===== src/design/assert_macros.svh =====
// ----------------------------------------------------------------------------
// Assertion macros shared by the text overlay RTL.
// ----------------------------------------------------------------------------
`ifndef ASSERT_MACROS_SVH
`define ASSERT_MACROS_SVH

`ifndef NO_ASSERTIONS

// Property that must hold at every clock edge outside reset.
`define ASSERT_PROP(lbl, clk, rst_n, prop, msg) \
    lbl: assert property (@(posedge clk) disable iff (!rst_n) (prop)) else $error(msg);

// Expression that must never be true outside reset.
`define ASSERT_NEVER(lbl, clk, rst_n, expr, msg) \
    lbl: assert property (@(posedge clk) disable iff (!rst_n) !(expr)) else $error(msg);

`else

`define ASSERT_PROP(lbl, clk, rst_n, prop, msg)
`define ASSERT_NEVER(lbl, clk, rst_n, expr, msg)

`endif

`endif


===== src/design/tovl_pkg.sv =====
// ----------------------------------------------------------------------------
// tovl_pkg
// Types, constants, font table and helper functions for the text overlay.
// ----------------------------------------------------------------------------
`default_nettype none

package tovl_pkg;

    localparam int MAX_CHARS_DEF = 32;

    localparam int COORD_W    = 12;
    localparam int PIX_W      = 16;
    localparam int SCALE_W    = 3;
    localparam int LEN_W      = 6;
    localparam int DX_W       = 11;   // offset inside the text, below 32*6*7
    localparam int DY_W       = 6;    // row offset inside the text, below 7*7
    localparam int RECIP_W    = 17;
    localparam int RECIP_SH   = 16;
    localparam int U_W        = 8;    // font column index across the text
    localparam int ROW_W      = 3;
    localparam int COL_W      = 3;
    localparam int GLYPH_W    = 4;
    localparam int CHAR_IDX_W = 5;
    localparam int TEXT_BITS  = 256;
    localparam int DATA_W     = 64;
    localparam int PADDR_W    = 6;
    localparam int REG_IDX_W  = 3;

    // Division of a font column by six: u * 171 >> 10 is exact below 256.
    localparam int DIV6_MUL   = 171;
    localparam int DIV6_SH    = 10;
    localparam int DIV6_W     = 16;

    localparam logic [PIX_W-1:0] BOX_GREY  = 16'h2104;
    localparam logic [PIX_W-1:0] INK_WHITE = 16'hFFFF;

    localparam logic [7:0] ASCII_ZERO  = 8'h30;
    localparam logic [7:0] ASCII_NINE  = 8'h39;
    localparam logic [7:0] ASCII_COLON = 8'h3A;
    localparam logic [7:0] ASCII_DASH  = 8'h2D;
    localparam logic [7:0] ASCII_SPACE = 8'h20;
    localparam logic [7:0] ASCII_K     = 8'h4B;
    localparam logic [7:0] ASCII_S     = 8'h53;
    localparam logic [7:0] ASCII_T     = 8'h54;

    localparam logic [GLYPH_W-1:0] GLYPH_COLON = 4'd10;
    localparam logic [GLYPH_W-1:0] GLYPH_DASH  = 4'd11;
    localparam logic [GLYPH_W-1:0] GLYPH_SPACE = 4'd12;
    localparam logic [GLYPH_W-1:0] GLYPH_K     = 4'd13;
    localparam logic [GLYPH_W-1:0] GLYPH_S     = 4'd14;
    localparam logic [GLYPH_W-1:0] GLYPH_T     = 4'd15;

    typedef enum logic [REG_IDX_W-1:0] {
        REG_ORIGIN_X = 3'd0,
        REG_ORIGIN_Y = 3'd1,
        REG_SCALE    = 3'd2,
        REG_LENGTH   = 3'd3,
        REG_TEXT_0   = 3'd4,
        REG_TEXT_1   = 3'd5,
        REG_TEXT_2   = 3'd6,
        REG_TEXT_3   = 3'd7
    } t_reg_idx;

    // Configuration and the values derived from it, held steady while pixels flow.
    typedef struct packed {
        logic [COORD_W-1:0]   origin_x;
        logic [COORD_W-1:0]   origin_y;
        logic [SCALE_W-1:0]   scale;
        logic [DX_W-1:0]      text_w;
        logic [DY_W-1:0]      text_h;
        logic [RECIP_W-1:0]   recip;
        logic [TEXT_BITS-1:0] text;
    } t_cfg;

    // Pixel after location: box flags, offset, coarse quotient and font row.
    typedef struct packed {
        logic             box;
        logic             in_text;
        logic [DX_W-1:0]  dx;
        logic [DX_W-1:0]  q;
        logic [ROW_W-1:0] row;
        logic [PIX_W-1:0] pixel;
    } t_loc;

    localparam logic [4:0] FONT [16][7] = '{
        '{5'h0E, 5'h11, 5'h13, 5'h15, 5'h19, 5'h11, 5'h0E},
        '{5'h04, 5'h0C, 5'h04, 5'h04, 5'h04, 5'h04, 5'h0E},
        '{5'h0E, 5'h11, 5'h01, 5'h02, 5'h04, 5'h08, 5'h1F},
        '{5'h1E, 5'h01, 5'h01, 5'h0E, 5'h01, 5'h01, 5'h1E},
        '{5'h02, 5'h06, 5'h0A, 5'h12, 5'h1F, 5'h02, 5'h02},
        '{5'h1F, 5'h10, 5'h1E, 5'h01, 5'h01, 5'h11, 5'h0E},
        '{5'h06, 5'h08, 5'h10, 5'h1E, 5'h11, 5'h11, 5'h0E},
        '{5'h1F, 5'h01, 5'h02, 5'h04, 5'h08, 5'h08, 5'h08},
        '{5'h0E, 5'h11, 5'h11, 5'h0E, 5'h11, 5'h11, 5'h0E},
        '{5'h0E, 5'h11, 5'h11, 5'h0F, 5'h01, 5'h02, 5'h0C},
        '{5'h00, 5'h04, 5'h04, 5'h00, 5'h04, 5'h04, 5'h00},
        '{5'h00, 5'h00, 5'h00, 5'h1F, 5'h00, 5'h00, 5'h00},
        '{5'h00, 5'h00, 5'h00, 5'h00, 5'h00, 5'h00, 5'h00},
        '{5'h11, 5'h12, 5'h14, 5'h18, 5'h14, 5'h12, 5'h11},
        '{5'h0F, 5'h10, 5'h10, 5'h0E, 5'h01, 5'h01, 5'h1E},
        '{5'h1F, 5'h04, 5'h04, 5'h04, 5'h04, 5'h04, 5'h04}
    };

    // floor(2^16 / scale); the quotient it gives is exact or one low.
    function automatic logic [RECIP_W-1:0] recip_of(input logic [SCALE_W-1:0] s);
        logic [RECIP_W-1:0] r;
        unique case (s)
            3'd1:    r = 17'd65536;
            3'd2:    r = 17'd32768;
            3'd3:    r = 17'd21845;
            3'd4:    r = 17'd16384;
            3'd5:    r = 17'd13107;
            3'd6:    r = 17'd10922;
            3'd7:    r = 17'd9362;
            default: r = '0;
        endcase
        return r;
    endfunction

    function automatic logic [GLYPH_W-1:0] glyph_of(input logic [7:0] ch);
        logic [GLYPH_W-1:0] g;
        if (ch >= ASCII_ZERO && ch <= ASCII_NINE) begin
            g = ch[GLYPH_W-1:0];
        end else begin
            unique case (ch)
                ASCII_COLON: g = GLYPH_COLON;
                ASCII_DASH:  g = GLYPH_DASH;
                ASCII_SPACE: g = GLYPH_SPACE;
                ASCII_K:     g = GLYPH_K;
                ASCII_S:     g = GLYPH_S;
                ASCII_T:     g = GLYPH_T;
                default:     g = GLYPH_SPACE;
            endcase
        end
        return g;
    endfunction

endpackage

`default_nettype wire


===== src/design/tovl_regs.sv =====
// ----------------------------------------------------------------------------
// tovl_regs
// APB register file for the overlay settings and the values derived from them.
// ----------------------------------------------------------------------------
`default_nettype none

module tovl_regs #(
    parameter int MAX_CHARS = tovl_pkg::MAX_CHARS_DEF
) (
    input  logic                         i_clk,
    input  logic                         i_rst_n,
    input  logic                         psel,
    input  logic                         penable,
    input  logic                         pwrite,
    input  logic [tovl_pkg::PADDR_W-1:0] paddr,
    input  logic [tovl_pkg::DATA_W-1:0]  pwdata,
    output logic [tovl_pkg::DATA_W-1:0]  prdata,
    output logic                         pready,
    output tovl_pkg::t_cfg               o_cfg
);
    import tovl_pkg::*;

    logic [COORD_W-1:0] r_origin_x;
    logic [COORD_W-1:0] r_origin_y;
    logic [SCALE_W-1:0] r_scale;
    logic [LEN_W-1:0]   r_length;
    logic [DATA_W-1:0]  r_text_0;
    logic [DATA_W-1:0]  r_text_1;
    logic [DATA_W-1:0]  r_text_2;
    logic [DATA_W-1:0]  r_text_3;

    logic               w_wr;
    t_reg_idx           w_idx;
    logic [LEN_W-1:0]   w_len_sat;

    assign w_wr   = psel && penable && pwrite;
    assign w_idx  = t_reg_idx'(paddr[PADDR_W-1 -: REG_IDX_W]);
    assign pready = 1'b1;

    always_ff @(posedge i_clk) begin
        if (!i_rst_n) begin
            r_origin_x <= COORD_W'(8);
            r_origin_y <= COORD_W'(8);
            r_scale    <= SCALE_W'(2);
            r_length   <= '0;
            r_text_0   <= '0;
            r_text_1   <= '0;
            r_text_2   <= '0;
            r_text_3   <= '0;
        end else if (w_wr) begin
            unique case (w_idx)
                REG_ORIGIN_X: r_origin_x <= pwdata[COORD_W-1:0];
                REG_ORIGIN_Y: r_origin_y <= pwdata[COORD_W-1:0];
                REG_SCALE:    r_scale    <= pwdata[SCALE_W-1:0];
                REG_LENGTH:   r_length   <= pwdata[LEN_W-1:0];
                REG_TEXT_0:   r_text_0   <= pwdata;
                REG_TEXT_1:   r_text_1   <= pwdata;
                REG_TEXT_2:   r_text_2   <= pwdata;
                REG_TEXT_3:   r_text_3   <= pwdata;
                default:      ;
            endcase
        end
    end

    always_comb begin
        unique case (w_idx)
            REG_ORIGIN_X: prdata = DATA_W'(r_origin_x);
            REG_ORIGIN_Y: prdata = DATA_W'(r_origin_y);
            REG_SCALE:    prdata = DATA_W'(r_scale);
            REG_LENGTH:   prdata = DATA_W'(r_length);
            REG_TEXT_0:   prdata = r_text_0;
            REG_TEXT_1:   prdata = r_text_1;
            REG_TEXT_2:   prdata = r_text_2;
            REG_TEXT_3:   prdata = r_text_3;
            default:      prdata = '0;
        endcase
    end

    // Text longer than the character store is cut to its size.
    assign w_len_sat = (r_length > LEN_W'(MAX_CHARS)) ? LEN_W'(MAX_CHARS) : r_length;

    always_comb begin
        o_cfg.origin_x = r_origin_x;
        o_cfg.origin_y = r_origin_y;
        o_cfg.scale    = r_scale;
        o_cfg.text_w   = DX_W'(w_len_sat) * DX_W'(r_scale) * DX_W'(6);
        o_cfg.text_h   = DY_W'(r_scale) * DY_W'(7);
        o_cfg.recip    = recip_of(r_scale);
        o_cfg.text     = {r_text_3, r_text_2, r_text_1, r_text_0};
    end

endmodule

`default_nettype wire


===== src/design/tovl_locate.sv =====
// ----------------------------------------------------------------------------
// tovl_locate
// First two pipeline stages: box test, offsets, coarse column quotient, row.
// ----------------------------------------------------------------------------
`default_nettype none

`include "assert_macros.svh"

module tovl_locate (
    input  logic                         i_clk,
    input  logic                         i_rst_n,
    input  tovl_pkg::t_cfg               i_cfg,
    input  logic                         i_valid,
    output logic                         o_ready,
    input  logic [tovl_pkg::COORD_W-1:0] i_pixel_x,
    input  logic [tovl_pkg::COORD_W-1:0] i_pixel_y,
    input  logic [tovl_pkg::PIX_W-1:0]   i_pixel_in,
    output logic                         o_valid,
    input  logic                         i_ready,
    output tovl_pkg::t_loc               o_loc
);
    import tovl_pkg::*;

    typedef struct packed {
        logic             box;
        logic             in_text;
        logic [DX_W-1:0]  dx;
        logic [DY_W-1:0]  dy;
        logic [PIX_W-1:0] pixel;
    } t_s1;

    logic                    r_s1_v;
    t_s1                     r_s1;
    t_s1                     n_s1;
    logic                    r_s2_v;
    t_loc                    r_s2;
    t_loc                    n_s2;

    logic                    w_s1_ready;
    logic                    w_s2_ready;
    logic signed [COORD_W:0] w_dx;
    logic signed [COORD_W:0] w_dy;
    logic signed [COORD_W:0] w_s;
    logic signed [COORD_W:0] w_tw;
    logic signed [COORD_W:0] w_th;
    logic [DX_W+RECIP_W-1:0] w_prod;
    logic [ROW_W-1:0]        w_row;

    assign w_s2_ready = !r_s2_v || i_ready;
    assign w_s1_ready = !r_s1_v || w_s2_ready;
    assign o_ready    = w_s1_ready;

    // Stage 1: signed offsets from the text origin and the two rectangle tests.
    assign w_dx = $signed({1'b0, i_pixel_x}) - $signed({1'b0, i_cfg.origin_x});
    assign w_dy = $signed({1'b0, i_pixel_y}) - $signed({1'b0, i_cfg.origin_y});
    assign w_s  = $signed((COORD_W+1)'(i_cfg.scale));
    assign w_tw = $signed((COORD_W+1)'(i_cfg.text_w));
    assign w_th = $signed((COORD_W+1)'(i_cfg.text_h));

    always_comb begin
        n_s1.box     = (i_cfg.scale != '0) && (w_dx >= -w_s) && (w_dx < w_tw + w_s)
                       && (w_dy >= -w_s) && (w_dy < w_th + w_s);
        n_s1.in_text = (w_dx >= 0) && (w_dx < w_tw) && (w_dy >= 0) && (w_dy < w_th);
        n_s1.dx      = w_dx[DX_W-1:0];
        n_s1.dy      = w_dy[DY_W-1:0];
        n_s1.pixel   = i_pixel_in;
    end

    always_ff @(posedge i_clk) begin
        if (!i_rst_n) begin
            r_s1_v <= 1'b0;
        end else if (w_s1_ready) begin
            r_s1_v <= i_valid;
        end
    end

    always_ff @(posedge i_clk) begin
        if (w_s1_ready && i_valid) begin
            r_s1 <= n_s1;
        end
    end

    // Stage 2: dx / scale by reciprocal, and the font row by threshold count.
    assign w_prod = (DX_W+RECIP_W)'(r_s1.dx) * (DX_W+RECIP_W)'(i_cfg.recip);

    always_comb begin
        w_row = '0;
        for (int t = 1; t < 7; t++) begin
            if (r_s1.dy >= DY_W'(t) * DY_W'(i_cfg.scale)) begin
                w_row = w_row + ROW_W'(1);
            end
        end
    end

    always_comb begin
        n_s2.box     = r_s1.box;
        n_s2.in_text = r_s1.in_text;
        n_s2.dx      = r_s1.dx;
        n_s2.q       = w_prod[RECIP_SH +: DX_W];
        n_s2.row     = w_row;
        n_s2.pixel   = r_s1.pixel;
    end

    always_ff @(posedge i_clk) begin
        if (!i_rst_n) begin
            r_s2_v <= 1'b0;
        end else if (w_s2_ready) begin
            r_s2_v <= r_s1_v;
        end
    end

    always_ff @(posedge i_clk) begin
        if (w_s2_ready && r_s1_v) begin
            r_s2 <= n_s2;
        end
    end

    assign o_valid = r_s2_v;
    assign o_loc   = r_s2;

    `ASSERT_NEVER(a_text_without_box, i_clk, i_rst_n, r_s1_v && r_s1.in_text && !r_s1.box, "text pixel outside box")
    `ASSERT_PROP(a_row_in_font, i_clk, i_rst_n, (r_s2_v && r_s2.in_text) |-> (r_s2.row < ROW_W'(7)), "font row out of range")

endmodule

`default_nettype wire


===== src/design/tovl_render.sv =====
// ----------------------------------------------------------------------------
// tovl_render
// Last three pipeline stages: quotient fix-up, character and glyph select,
// font bit lookup and the output register.
// ----------------------------------------------------------------------------
`default_nettype none

`include "assert_macros.svh"

module tovl_render #(
    parameter int MAX_CHARS = tovl_pkg::MAX_CHARS_DEF
) (
    input  logic                       i_clk,
    input  logic                       i_rst_n,
    input  tovl_pkg::t_cfg             i_cfg,
    input  logic                       i_valid,
    output logic                       o_ready,
    input  tovl_pkg::t_loc             i_loc,
    output logic                       o_valid,
    input  logic                       i_stall,
    output logic [tovl_pkg::PIX_W-1:0] o_pixel_out
);
    import tovl_pkg::*;

    typedef struct packed {
        logic             box;
        logic             in_text;
        logic [U_W-1:0]   u;
        logic [ROW_W-1:0] row;
        logic [PIX_W-1:0] pixel;
    } t_s3;

    typedef struct packed {
        logic               box;
        logic               show;
        logic [GLYPH_W-1:0] glyph;
        logic [COL_W-1:0]   col;
        logic [ROW_W-1:0]   row;
        logic [PIX_W-1:0]   pixel;
    } t_s4;

    logic                  r_s3_v;
    t_s3                   r_s3;
    t_s3                   n_s3;
    logic                  r_s4_v;
    t_s4                   r_s4;
    t_s4                   n_s4;
    logic                  r_out_v;
    logic [PIX_W-1:0]      r_pixel_out;
    logic [PIX_W-1:0]      n_pixel_out;

    logic                  w_out_ready;
    logic                  w_s4_ready;
    logic                  w_s3_ready;
    logic [DX_W-1:0]       w_qs;
    logic [DX_W-1:0]       w_rem;
    logic [DIV6_W-1:0]     w_k_prod;
    logic [CHAR_IDX_W-1:0] w_k;
    logic [COL_W-1:0]      w_col;
    logic [7:0]            w_char;
    logic [4:0]            w_row_bits;
    logic [2:0]            w_bit_idx;
    logic                  w_ink;

    assign w_out_ready = !r_out_v || !i_stall;
    assign w_s4_ready  = !r_s4_v || w_out_ready;
    assign w_s3_ready  = !r_s3_v || w_s4_ready;
    assign o_ready     = w_s3_ready;

    // Stage 3: the reciprocal quotient may be one low; one compare fixes it.
    assign w_qs  = i_loc.q * DX_W'(i_cfg.scale);
    assign w_rem = i_loc.dx - w_qs;

    always_comb begin
        n_s3.box     = i_loc.box;
        n_s3.in_text = i_loc.in_text;
        n_s3.u       = U_W'(i_loc.q + DX_W'(w_rem >= DX_W'(i_cfg.scale)));
        n_s3.row     = i_loc.row;
        n_s3.pixel   = i_loc.pixel;
    end

    always_ff @(posedge i_clk) begin
        if (!i_rst_n) begin
            r_s3_v <= 1'b0;
        end else if (w_s3_ready) begin
            r_s3_v <= i_valid;
        end
    end

    always_ff @(posedge i_clk) begin
        if (w_s3_ready && i_valid) begin
            r_s3 <= n_s3;
        end
    end

    // Stage 4: the font column splits into character index and column in cell.
    assign w_k_prod = DIV6_W'(r_s3.u) * DIV6_W'(DIV6_MUL);
    assign w_k      = w_k_prod[DIV6_SH +: CHAR_IDX_W];
    assign w_col    = COL_W'(r_s3.u - U_W'(w_k) * U_W'(6));
    assign w_char   = i_cfg.text[{w_k, 3'b000} +: 8];

    always_comb begin
        n_s4.box   = r_s3.box;
        n_s4.show  = r_s3.in_text && (w_col < COL_W'(5))
                     && ((CHAR_IDX_W+1)'(w_k) < (CHAR_IDX_W+1)'(MAX_CHARS));
        n_s4.glyph = glyph_of(w_char);
        n_s4.col   = w_col;
        n_s4.row   = r_s3.row;
        n_s4.pixel = r_s3.pixel;
    end

    always_ff @(posedge i_clk) begin
        if (!i_rst_n) begin
            r_s4_v <= 1'b0;
        end else if (w_s4_ready) begin
            r_s4_v <= r_s3_v;
        end
    end

    always_ff @(posedge i_clk) begin
        if (w_s4_ready && r_s3_v) begin
            r_s4 <= n_s4;
        end
    end

    // Stage 5: font lookup and color choice. Column zero is the leftmost bit.
    assign w_row_bits = FONT[r_s4.glyph][r_s4.row];
    assign w_bit_idx  = r_s4.show ? (3'd4 - r_s4.col) : 3'd0;
    assign w_ink      = r_s4.show && w_row_bits[w_bit_idx];

    always_comb begin
        if (!r_s4.box) begin
            n_pixel_out = r_s4.pixel;
        end else if (w_ink) begin
            n_pixel_out = INK_WHITE;
        end else begin
            n_pixel_out = BOX_GREY;
        end
    end

    always_ff @(posedge i_clk) begin
        if (!i_rst_n) begin
            r_out_v <= 1'b0;
        end else if (w_out_ready) begin
            r_out_v <= r_s4_v;
        end
    end

    always_ff @(posedge i_clk) begin
        if (w_out_ready && r_s4_v) begin
            r_pixel_out <= n_pixel_out;
        end
    end

    assign o_valid     = r_out_v;
    assign o_pixel_out = r_pixel_out;

    `ASSERT_PROP(a_quot_one_low, i_clk, i_rst_n, (i_valid && i_loc.in_text) |-> (w_rem < (DX_W'(i_cfg.scale) << 1)), "quotient estimate off by more than one")
    `ASSERT_PROP(a_col_in_text, i_clk, i_rst_n, (r_s3_v && r_s3.in_text) |-> (r_s3.u < U_W'(6 * MAX_CHARS)), "font column beyond text")

endmodule

`default_nettype wire


===== src/design/text_overlay_pixel_generator.sv =====
// ----------------------------------------------------------------------------
// text_overlay_pixel_generator
// Stamps a short text in a 5x7 font, on a grey box, over an RGB565 raster.
// ----------------------------------------------------------------------------
// Pixels enter on the input channel (i_valid, o_stall) with their column and
// row; one recolored pixel leaves on the output channel (o_valid, i_stall)
// for each one taken, in order. A transaction completes on a rising edge with
// valid high and stall low.
// Through five register stages (box test, reciprocal multiply, quotient
// fix-up, character select, font lookup) each pixel reaches the output
// register that drives o_valid. One pixel is taken every cycle while the
// output flows.
// When the receiver stalls, stages fill from the output back toward the input
// and o_stall rises only once the stage at the input holds a pixel; nothing is
// dropped or repeated.
// Settings must be written over the APB port only while no pixel is in flight;
// the block itself does not enforce this. Reset empties the pipeline and loads
// origin 8,8, scale 2 and an empty text.
`default_nettype none

module text_overlay_pixel_generator #(
    parameter int MAX_CHARS = tovl_pkg::MAX_CHARS_DEF
) (
    input  logic                         i_clk,
    input  logic                         i_rst_n,
    input  logic                         i_valid,
    output logic                         o_stall,
    input  logic [tovl_pkg::COORD_W-1:0] i_pixel_x,
    input  logic [tovl_pkg::COORD_W-1:0] i_pixel_y,
    input  logic [tovl_pkg::PIX_W-1:0]   i_pixel_in,
    output logic                         o_valid,
    input  logic                         i_stall,
    output logic [tovl_pkg::PIX_W-1:0]   o_pixel_out,
    input  logic                         psel,
    input  logic                         penable,
    input  logic                         pwrite,
    input  logic [tovl_pkg::PADDR_W-1:0] paddr,
    input  logic [tovl_pkg::DATA_W-1:0]  pwdata,
    output logic [tovl_pkg::DATA_W-1:0]  prdata,
    output logic                         pready
);
    import tovl_pkg::*;

    t_cfg w_cfg;
    logic w_in_ready;
    logic w_loc_valid;
    logic w_loc_ready;
    t_loc w_loc;

    tovl_regs #(
        .MAX_CHARS (MAX_CHARS)
    ) u_regs (
        .i_clk   (i_clk),
        .i_rst_n (i_rst_n),
        .psel    (psel),
        .penable (penable),
        .pwrite  (pwrite),
        .paddr   (paddr),
        .pwdata  (pwdata),
        .prdata  (prdata),
        .pready  (pready),
        .o_cfg   (w_cfg)
    );

    tovl_locate u_locate (
        .i_clk      (i_clk),
        .i_rst_n    (i_rst_n),
        .i_cfg      (w_cfg),
        .i_valid    (i_valid),
        .o_ready    (w_in_ready),
        .i_pixel_x  (i_pixel_x),
        .i_pixel_y  (i_pixel_y),
        .i_pixel_in (i_pixel_in),
        .o_valid    (w_loc_valid),
        .i_ready    (w_loc_ready),
        .o_loc      (w_loc)
    );

    tovl_render #(
        .MAX_CHARS (MAX_CHARS)
    ) u_render (
        .i_clk       (i_clk),
        .i_rst_n     (i_rst_n),
        .i_cfg       (w_cfg),
        .i_valid     (w_loc_valid),
        .o_ready     (w_loc_ready),
        .i_loc       (w_loc),
        .o_valid     (o_valid),
        .i_stall     (i_stall),
        .o_pixel_out (o_pixel_out)
    );

    assign o_stall = !w_in_ready;

endmodule

`default_nettype wire

===== config.mk =====
export PLATFORM = sky130hd
export DESIGN_NAME = text_overlay_pixel_generator
export DESIGN_NICKNAME = d
export VERILOG_FILES = /design/src/design/tovl_pkg.sv /design/src/design/tovl_regs.sv /design/src/design/tovl_locate.sv /design/src/design/tovl_render.sv /design/src/design/text_overlay_pixel_generator.sv
export VERILOG_INCLUDE_DIRS = /design/src /design/src/design
export SDC_FILE = /design/constraint.sdc
export NUM_CORES = 1
export LEC_CHECK = 0
export BUFFER_PORTS_ARGS = -buffer_cell sky130_fd_sc_hd__buf_2
export CAP_MARGIN = 30
export CORE_MARGIN = 5
export CORE_UTILIZATION = 35
export CTS_CLUSTER_SIZE = 10
export DETAILED_ROUTE_END_ITERATION = 8
export REMOVE_ABC_BUFFERS = 1
export SETUP_SLACK_MARGIN = 0.3
export SLEW_MARGIN = 10
export SYNTH_ARGS = -nofsm -noshare
export SYNTH_HDL_FRONTEND = slang
export SYNTH_SLANG_ARGS = --single-unit
export TNS_END_PERCENT = 1

===== constraint.sdc =====
create_clock -name i_clk -period 9.3 [get_ports i_clk]
set_input_delay 0.465 -clock i_clk [delete_from_list [all_inputs] [get_ports i_clk]]
set_output_delay 0.465 -clock i_clk [all_outputs]
set_load 0.02 [all_outputs]

==> results of run 1 <==
## state kept, by name, indices dropped and copies added, names as in the netlist, 3 cells and up
name                  count
u_render.n_s4            20
u_regs.r_origin_y        12
u_render.r_s4            28
u_locate.n_s2            29
u_regs.r_text_0          64
u_locate.o_loc           43
u_render.r_s3             9
u_regs.r_scale            3
u_regs.r_text_2          64
u_regs.r_origin_x        12
u_regs.r_text_1          64
u_regs.r_text_3          64
u_regs.r_length           6
u_render.o_pixel_out     16
u_locate.r_s1             6
## metrics by stage
step | total power (W) | util, % | hold WS, ns | cell area [um2] | worst slack (ns)
3_5_place_dp | 0.00356 | 37.4 | 0.405 | 34800 | 1.28
5_1_grt | 0.00577 | 39.2 | 0.00678 | 36500 | 0.876
2_1_floorplan | 0.00301 | - | 0.400 | 31800 | 1.59
3_3_place_gp | 0.00354 | 37.4 | 0.401 | 34800 | 1.36
4_1_cts | 0.00554 | 39.1 | 0.000426 | 36400 | 1.27
6_report | 0.00552 | 39.2 | 0.0418 | 36500 | 1.34
## power breakdown
part	switching (W)	internal (W)	leakage, nW
Combinational	0.000958	0.000487	10.4
Clock	0.000826	0.00114	0.770
Sequential	0.0000445	0.00206	3.78
## critical path, stage by stage (launching register included)
cell and delay (ns):
dfxtp_1 0.53, ha_1 0.59, inv_1 0.22, nand2_1 0.12
and3_1 0.49, nand2_1 0.21, fa_1 0.55, inv_1 0.06
fa_1 0.52, fa_1 0.58, inv_1 0.07, fa_1 0.53
inv_1 0.06, fa_1 0.48, ha_1 0.35, a21o_1 0.20
a221o_1 0.33, a21oi_1 0.19, o221ai_1 0.23, a41o_1 0.36
o211a_1 0.28, o21a_1 0.21, o21a_1 0.21, nor4_1 0.25
a311oi_1 0.08
## cell type report
| type | instances | area, um2 | area share [%] |
|---|---|---|---|
| inverters | 293 | 1100 | 3.01 |
| diodes | 11 | 27.5 | 0.0754 |
| multi-input cells | 2709 | 20300 | 55.7 |
| clock inverters | 7 | 128 | 0.349 |
| well taps | 1254 | 1570 | 4.30 |
| clock buffers | 75 | 1470 | 4.02 |
| flip-flops and latches | 445 | 10400 | 28.5 |
| repair buffers | 248 | 1460 | 4.01 |
## cell families after synthesis
kind of cell | count (synthesis) | share of synthesized area (%)
flops | 445 | 31.9
compound gates | 845 | 19.0
fa+ha+maj | 443 | 20.9
buf+inv | 515 | 6.19
simple gates | 1260 | 17.0
other cells | 1 | 0.0115
xor+xnor | 85 | 2.28
mux | 75 | 2.73
## synth_stat cells (14+ instances only)
cell type / instances / area share [%]
nand2_1: 847 / 9.7
dfxtp_1: 294 / 18
a21boi_0: 293 / 6.7
inv_1: 291 / 3.3
ha_1: 271 / 10
clkbuf_1: 173 / 2.0
fa_1: 172 / 11
edfxtp_1: 151 / 14
o21ai_0: 95 / 1.5
nor2_1: 84 / 0.96
a21oi_1: 80 / 1.2
and2_1: 79 / 1.5
a22o_1: 63 / 1.7
and3_1: 61 / 1.2
xnor2_1: 59 / 1.6
a221o_1: 55 / 1.7
a211oi_1: 46 / 1.1
mux2i_1: 44 / 1.3
nor2b_1: 37 / 0.71
nand3_1: 35 / 0.54
a21o_1: 31 / 0.71
xor2_1: 26 / 0.70
o21a_1: 25 / 0.57
a31oi_1: 24 / 0.46
nand2b_1: 24 / 0.46
mux2_2: 22 / 0.76
buf_2: 21 / 0.32
nand4_1: 21 / 0.40
nor3_1: 20 / 0.31
buf_1: 17 / 0.20
a311oi_1: 16 / 0.43
o211ai_1: 14 / 0.32
## routing by layer
layer  share of wire [%]  track usage (%)  vias to the layer above
li1                    -                -                    12776
met1                  45             27.6                    12911
met2                  44             30.2                      830
met3                 7.4             3.82                      135
met4                 2.7             5.72                        2
met5               0.013                0                        -
## worst max path at each step
stage                                    to  slack [ns]  cells after the start
2_1_floorplan  u_locate.o_loc[29]$_DFFE_PP_        1.59                     25
3_3_place_gp   u_locate.o_loc[29]$_DFFE_PP_        1.36                     24
3_5_place_dp   u_locate.o_loc[29]$_DFFE_PP_        1.28                     24
4_1_cts        u_locate.o_loc[29]$_DFFE_PP_        1.27                     24
5_1_grt        u_locate.o_loc[29]$_DFFE_PP_        0.88                     24
6_report       u_locate.o_loc[29]$_DFFE_PP_        1.34                     24
==> reports/results.tsv, run 1 <==
stage	metric	value	unit
synth	number of enable flip-flop cells after synthesis	151	
placement	# port buffers	195	
cells_and_area	fraction of final layout cells sized beyond drive strength 1	10.4	%
power	P per Cell Area	151	nW/um2
sta	Fin. Hold Viols	0	
cells_and_area	most common library cell in the layout ignoring fill and taps	nand2_1	
critical_path	crit path kind	flip-flop to flip-flop	
sta	setup repair after global routing missed its margin	false	
cells_and_area	commonest non-fill, non-tap cells in the layout	842 x nand2_1, 294 x dfxtp_1, 291 x inv_1, 291 x a21boi_0, 271 x ha_1	
critical_path	arrival time at the worst endpoint	8.27	ns
sta	worst setup skew after layout	0.0511	ns
global_route	Overall Global Routing Usage	19.5	%
drt	routed wirelength normalized by instance count	19.8	um
min_path	Hold Crit Start	i_pixel_in[5]	
cts	hold_buf cts	1	
critical_path	worst reg-to-reg path cell count	24	
drt	post-route DRC violation count	0	
job	count of maximum capacitance violations	0	
cells_and_area	layout net count	4310	
critical_path	required time at the worst-slack endpoint	9.62	ns
critical_path	category of the worst setup path capture point	flip-flop	
placement	detailed placement HPWL	68.6	mm
placement	count of placed standard cells including taps	4943	
cts	clock buffers created by TritonCTS	53	
floorplan	starting density of the core	35.1	%
floorplan	row count	112	
synth	async set-reset flop share out of synthesis	0	%
global_route	initial antenna violation count	13	
critical_path	Worst R2R End	u_locate.o_loc[29]$_DFFE_PP_	
synth	cell count after synthesis	3669	
synth	number of distinct standard cells referenced by the synthesized netlist	83	
min_path	classification of the worst-slack hold path	input port to flip-flop	
global_route	pin count of the biggest net entering global routing	111	
synth	YS warnings	0	
synth	mean instance size in the synthesized netlist	8.91	um2
drt	total via count in the routed design	26654	
global_route	wire length of the first global-routing pass	153	mm
critical_path	timing startpoint of the critical path	u_regs.r_scale[1]$_SDFFE_PN1P_	
outcome	run status	completed	
cells_and_area	fillcell total	9423	
sta	final number of setup-violating endpoints	0	
sta	setup total negative slack	0	ns
drt	count of nets left with antenna violations after detail routing	0	
cts	clock tree from TritonCTS	built	
global_route	total gr overflow	0	
cts	Setup Buffers After CTS	0	
floorplan	floorplan die width	316	um
power	peak supply drop	0.140	mV
global_route	number of global-route vias before repair	26037	
drt	wire length after detailed routing	99.8	mm
synth	share of synthesized area occupied by flip-flops and latches	31.9	%
drt	vias per cell	5.29	
cts	H-Tree Level Count	2	
synth	synthesized cell area	32700	um2
cts	Root Buffer	clkbuf_16	
cts	post-CTS sizing	0	
critical_path	critical path launch point type	flip-flop	
power	Static Leak	15.0	nW
sta	Period Utilization, post-route	85.5	%
placement	routability congestion estimate	0.878	
sta	worst rel slew slack	31.2	%
synth	top flip-flop cell by instance count after synthesis	dfxtp_1	
cells_and_area	post-synthesis to final-layout area growth	11.7	%
critical_path	largest fanout of any net on the critical path	14	
sta	number of slew-limit violations in the final report	0	
cts	Clock Path Buffers	3	
drt	Initial DRT Pass Iterations	7	
synth	Yosys reg bits	445	
critical_path	start of the worst register-to-register path	u_regs.r_scale[1]$_SDFFE_PN1P_	
sta	maximum clock frequency	0.126	GHz
sta	Worst-Margin Slew	1.03	ns
cts	latest clock arrival within the worst-skew pair	0.63	ns
cts	number of clock sinks	445	
cts	post-CTS clock slew at the launch and capture registers of the worst setup and hold paths	0.06	ns
cells_and_area	non-filler cells in the finished layout	5042	
sta	min cycle time layout	7.96	ns
critical_path	setup slack of the most critical reg-to-reg path	1.34	ns
floorplan	Vert. Die Dim	316	um
floorplan	Die ar.	99600	um2
min_path	Hold Path End	u_locate.n_s2[5]$_DFFE_PP_	
drt	number of DRC violations after detailed-routing iteration 0	2284	
floorplan	Placeable Area	93000	um2
min_path	hold path depth	1	
floorplan	I/O pin count	200	
Note: power is estimated with default switching activity, not from simulation.
==> inputs of run 2 (changes only) <==
Settings changed: BUFFER_PORTS_ARGS -buffer_cell sky130_fd_sc_hd__buf_2 to default, DONT_BUFFER_PORTS from default to 1.
==> run 2 against run 1 <==
Maximum frequency decreased by 1.2%. Sequential share of layout area increased by 0.18 points. Die area unchanged. Via count decreased by 1.3%. Highest routed layer unchanged.
==> reports/results.tsv, run 2 (synthesis gave the netlist of run 1 again) <==
stage	metric	value	unit	change
outcome	run status	completed		unchanged
global_route	total gr overflow	0		unchanged
critical_path	largest fanout of any net on the critical path	32		was 14
cts	H-Tree Level Count	2		unchanged
sta	maximum clock frequency	0.124	GHz	was 0.126 GHz
sta	setup repair after global routing missed its margin	false		unchanged
cts	Setup Buffers After CTS	0		unchanged
drt	vias per cell	5.34		was 5.29
cts	number of clock sinks	445		unchanged
cts	post-CTS clock slew at the launch and capture registers of the worst setup and hold paths	0.06	ns	about the same
floorplan	floorplan die width	316	um	unchanged
cts	clock tree from TritonCTS	built		unchanged
critical_path	crit path max-delay cell type	fa_1		was ha_1
cells_and_area	commonest non-fill, non-tap cells in the layout	842 x nand2_1, 294 x dfxtp_1, 291 x inv_1, 291 x a21boi_0, 271 x ha_1		unchanged
floorplan	Placeable Area	93000	um2	unchanged
sta	min cycle time layout	8.05	ns	was 7.96 ns
power	part of the total power dissipated in the clock network	35.1	%	was 35.6%
drt	routed wirelength normalized by instance count	20.2	um	was 19.8 um
cells_and_area	most common library cell in the layout ignoring fill and taps	nand2_1		unchanged
critical_path	arrival time at the worst endpoint	8.37	ns	was 8.27 ns
sta	worst rel slew slack	32.3	%	was 31.2%
drt	total via count in the routed design	26319		was 26654
drt	Initial DRT Pass Iterations	6		was 7
global_route	initial antenna violation count	9		was 13
global_route	number of global-route vias before repair	25665		was 26037
power	post-layout total power	0.00540	W	was 0.00552 W
cts	Clock Path Buffers	3		unchanged
drt	wire length after detailed routing	99.6	mm	was 99.8 mm
placement	detailed placement HPWL	67.6	mm	was 68.6 mm
critical_path	critical path launch point type	flip-flop		unchanged
sta	Fin. Hold Viols	0		unchanged
sta	number of slew-limit violations in the final report	0		unchanged
floorplan	I/O pin count	200		unchanged
power	switch share	32.9	%	was 33.1%
floorplan	Vert. Die Dim	316	um	unchanged
drt	number of DRC violations after detailed-routing iteration 0	2104		was 2284
job	count of maximum capacitance violations	0		unchanged
power	Flop pwr share	39.0	%	was 38.2%
critical_path	Crit path largest cell delay	0.58	ns	was 0.59 ns
cts	latest clock arrival within the worst-skew pair	0.63	ns	about the same
power	P per Cell Area	149	nW/um2	was 151 nW/um2
power	net switching power	0.00178	W	was 0.00183 W
cells_and_area	fraction of final layout cells sized beyond drive strength 1	5.37	%	was 10.4%
critical_path	category of the worst setup path capture point	flip-flop		unchanged
power	logic gate share of total power	25.9	%	was 26.2%
power	peak supply drop	0.148	mV	was 0.140 mV
sta	Worst-Margin Slew	1.02	ns	was 1.03 ns
critical_path	required time at the worst-slack endpoint	9.62	ns	about the same
sta	worst setup skew after layout	0.0471	ns	was 0.0511 ns
cts	clock buffers created by TritonCTS	53		unchanged
sta	final number of setup-violating endpoints	0		unchanged
power	Internal Dissipation	0.00363	W	was 0.00369 W
drt	post-route DRC violation count	0		unchanged
floorplan	Die ar.	99600	um2	unchanged
floorplan	starting density of the core	35.1	%	unchanged
cells_and_area	post-synthesis to final-layout area growth	11.0	%	was 11.7%
sta	setup total negative slack	0	ns	unchanged
floorplan	row count	112		unchanged
drt	count of nets left with antenna violations after detail routing	0		unchanged
sta	Period Utilization, post-route	86.5	%	was 85.5%
power	Static Leak	14.4	nW	was 15.0 nW
placement	# port buffers	0		was 195
cells_and_area	layout net count	4198		was 4310
critical_path	most prevalent standard cell on the critical path	fa_1		unchanged
critical_path	crit path kind	flip-flop to flip-flop		unchanged
placement	routability congestion estimate	0.882		was 0.878
global_route	Overall Global Routing Usage	19.5	%	about the same
cts	Root Buffer	clkbuf_16		unchanged
min_path	classification of the worst-slack hold path	input port to flip-flop		unchanged
global_route	wire length of the first global-routing pass	153	mm	about the same
global_route	pin count of the biggest net entering global routing	244		was 111
-- run 2: changes by cell type in the layout (fill, tap and decap cells not counted), sizes merged --
cell / delta
clkinv: +1
bufinv: -2
diode: -4
clkinvlp: -1
clkbuf: +3
inv: +1
buf: -195
dlygate4sd3: +82
-- run 2: final cells by class --
type,instances,area (um2)
timing repair buffer,136,1310
tap,1254,1570
inverter,293,1100
clock buffer,77,1460
antenna,7,17.5
fill,9406,56800
clock inverter,6,62.6
sequential,445,10400
multi-input combinational,2709,20300
-- run 2: power groups by stage --
stage,clock [W],combinational [W],sequential (W)
after floorplan,0,0.000880,0.00213
after global placement,0,0.00130,0.00215
after detailed placement,0,0.00132,0.00215
after CTS,0.00194,0.00138,0.00211
after global routing,0.00201,0.00152,0.00211
final,0.00190,0.00140,0.00211
-- run 2: timing repair --
action	in CTS	in global routing
hold buffers	84	0
resized for setup	0	0
setup endpoints to repair	0	0
endpoints found under the hold margin	304	0
-- run 2: per-stage QoR --
| step | worst slack [ns] | hold WS (ns) | area [um2] | cells | util [%] |
|---|---|---|---|---|---|
| detailed placement | 1.29 | 0.405 | 33800 | 4750 | 36.4 |
| finish | 1.25 | 0.0332 | 36300 | 4927 | 39.0 |
| CTS | 1.23 | 0.000875 | 36200 | 4917 | 38.9 |
| global route | 0.837 | 0.00431 | 36300 | 4921 | 39.0 |
| floorplan | 1.59 | 0.400 | 31800 | 3447 | - |
| global placement | 1.34 | 0.401 | 33800 | 4747 | 36.3 |
-- run 2: worst paths after layout --
path              cells after the start  slack (ns)                           start                               to
hold / removal                        2        0.03                       pwdata[3]  u_regs.r_text_3[3]$_SDFFE_PN0P_
setup reg to reg                     27        1.25  u_regs.r_scale[2]$_SDFFE_PN0P_     u_locate.o_loc[29]$_DFFE_PP_
setup / recovery                     27        1.25  u_regs.r_scale[2]$_SDFFE_PN0P_     u_locate.o_loc[29]$_DFFE_PP_
hold reg to reg                       0        0.40    u_locate.o_loc[41]$_DFFE_PP_      u_render.r_s3[27]$_DFFE_PP_
-- run 2: critical path: cells and delay by family (launching register included) --
family                     cells  cell delay (ns)
adders and majority gates      7             3.12
AOI/OAI and AO/OA             11             2.66
and+or+nand+nor                4             0.77
buffers and inverters          5             0.79
DFF                            1             0.36
-- run 2: metal layers --
metal | track usage [%] | wire (um) | vias to the layer above
met5 | 0 | 41 | -
met4 | 4.83 | 2280 | 6
li1 | - | - | 12547
met2 | 30.4 | 44200 | 831
met3 | 5.29 | 8610 | 128
met1 | 27.0 | 44500 | 12807
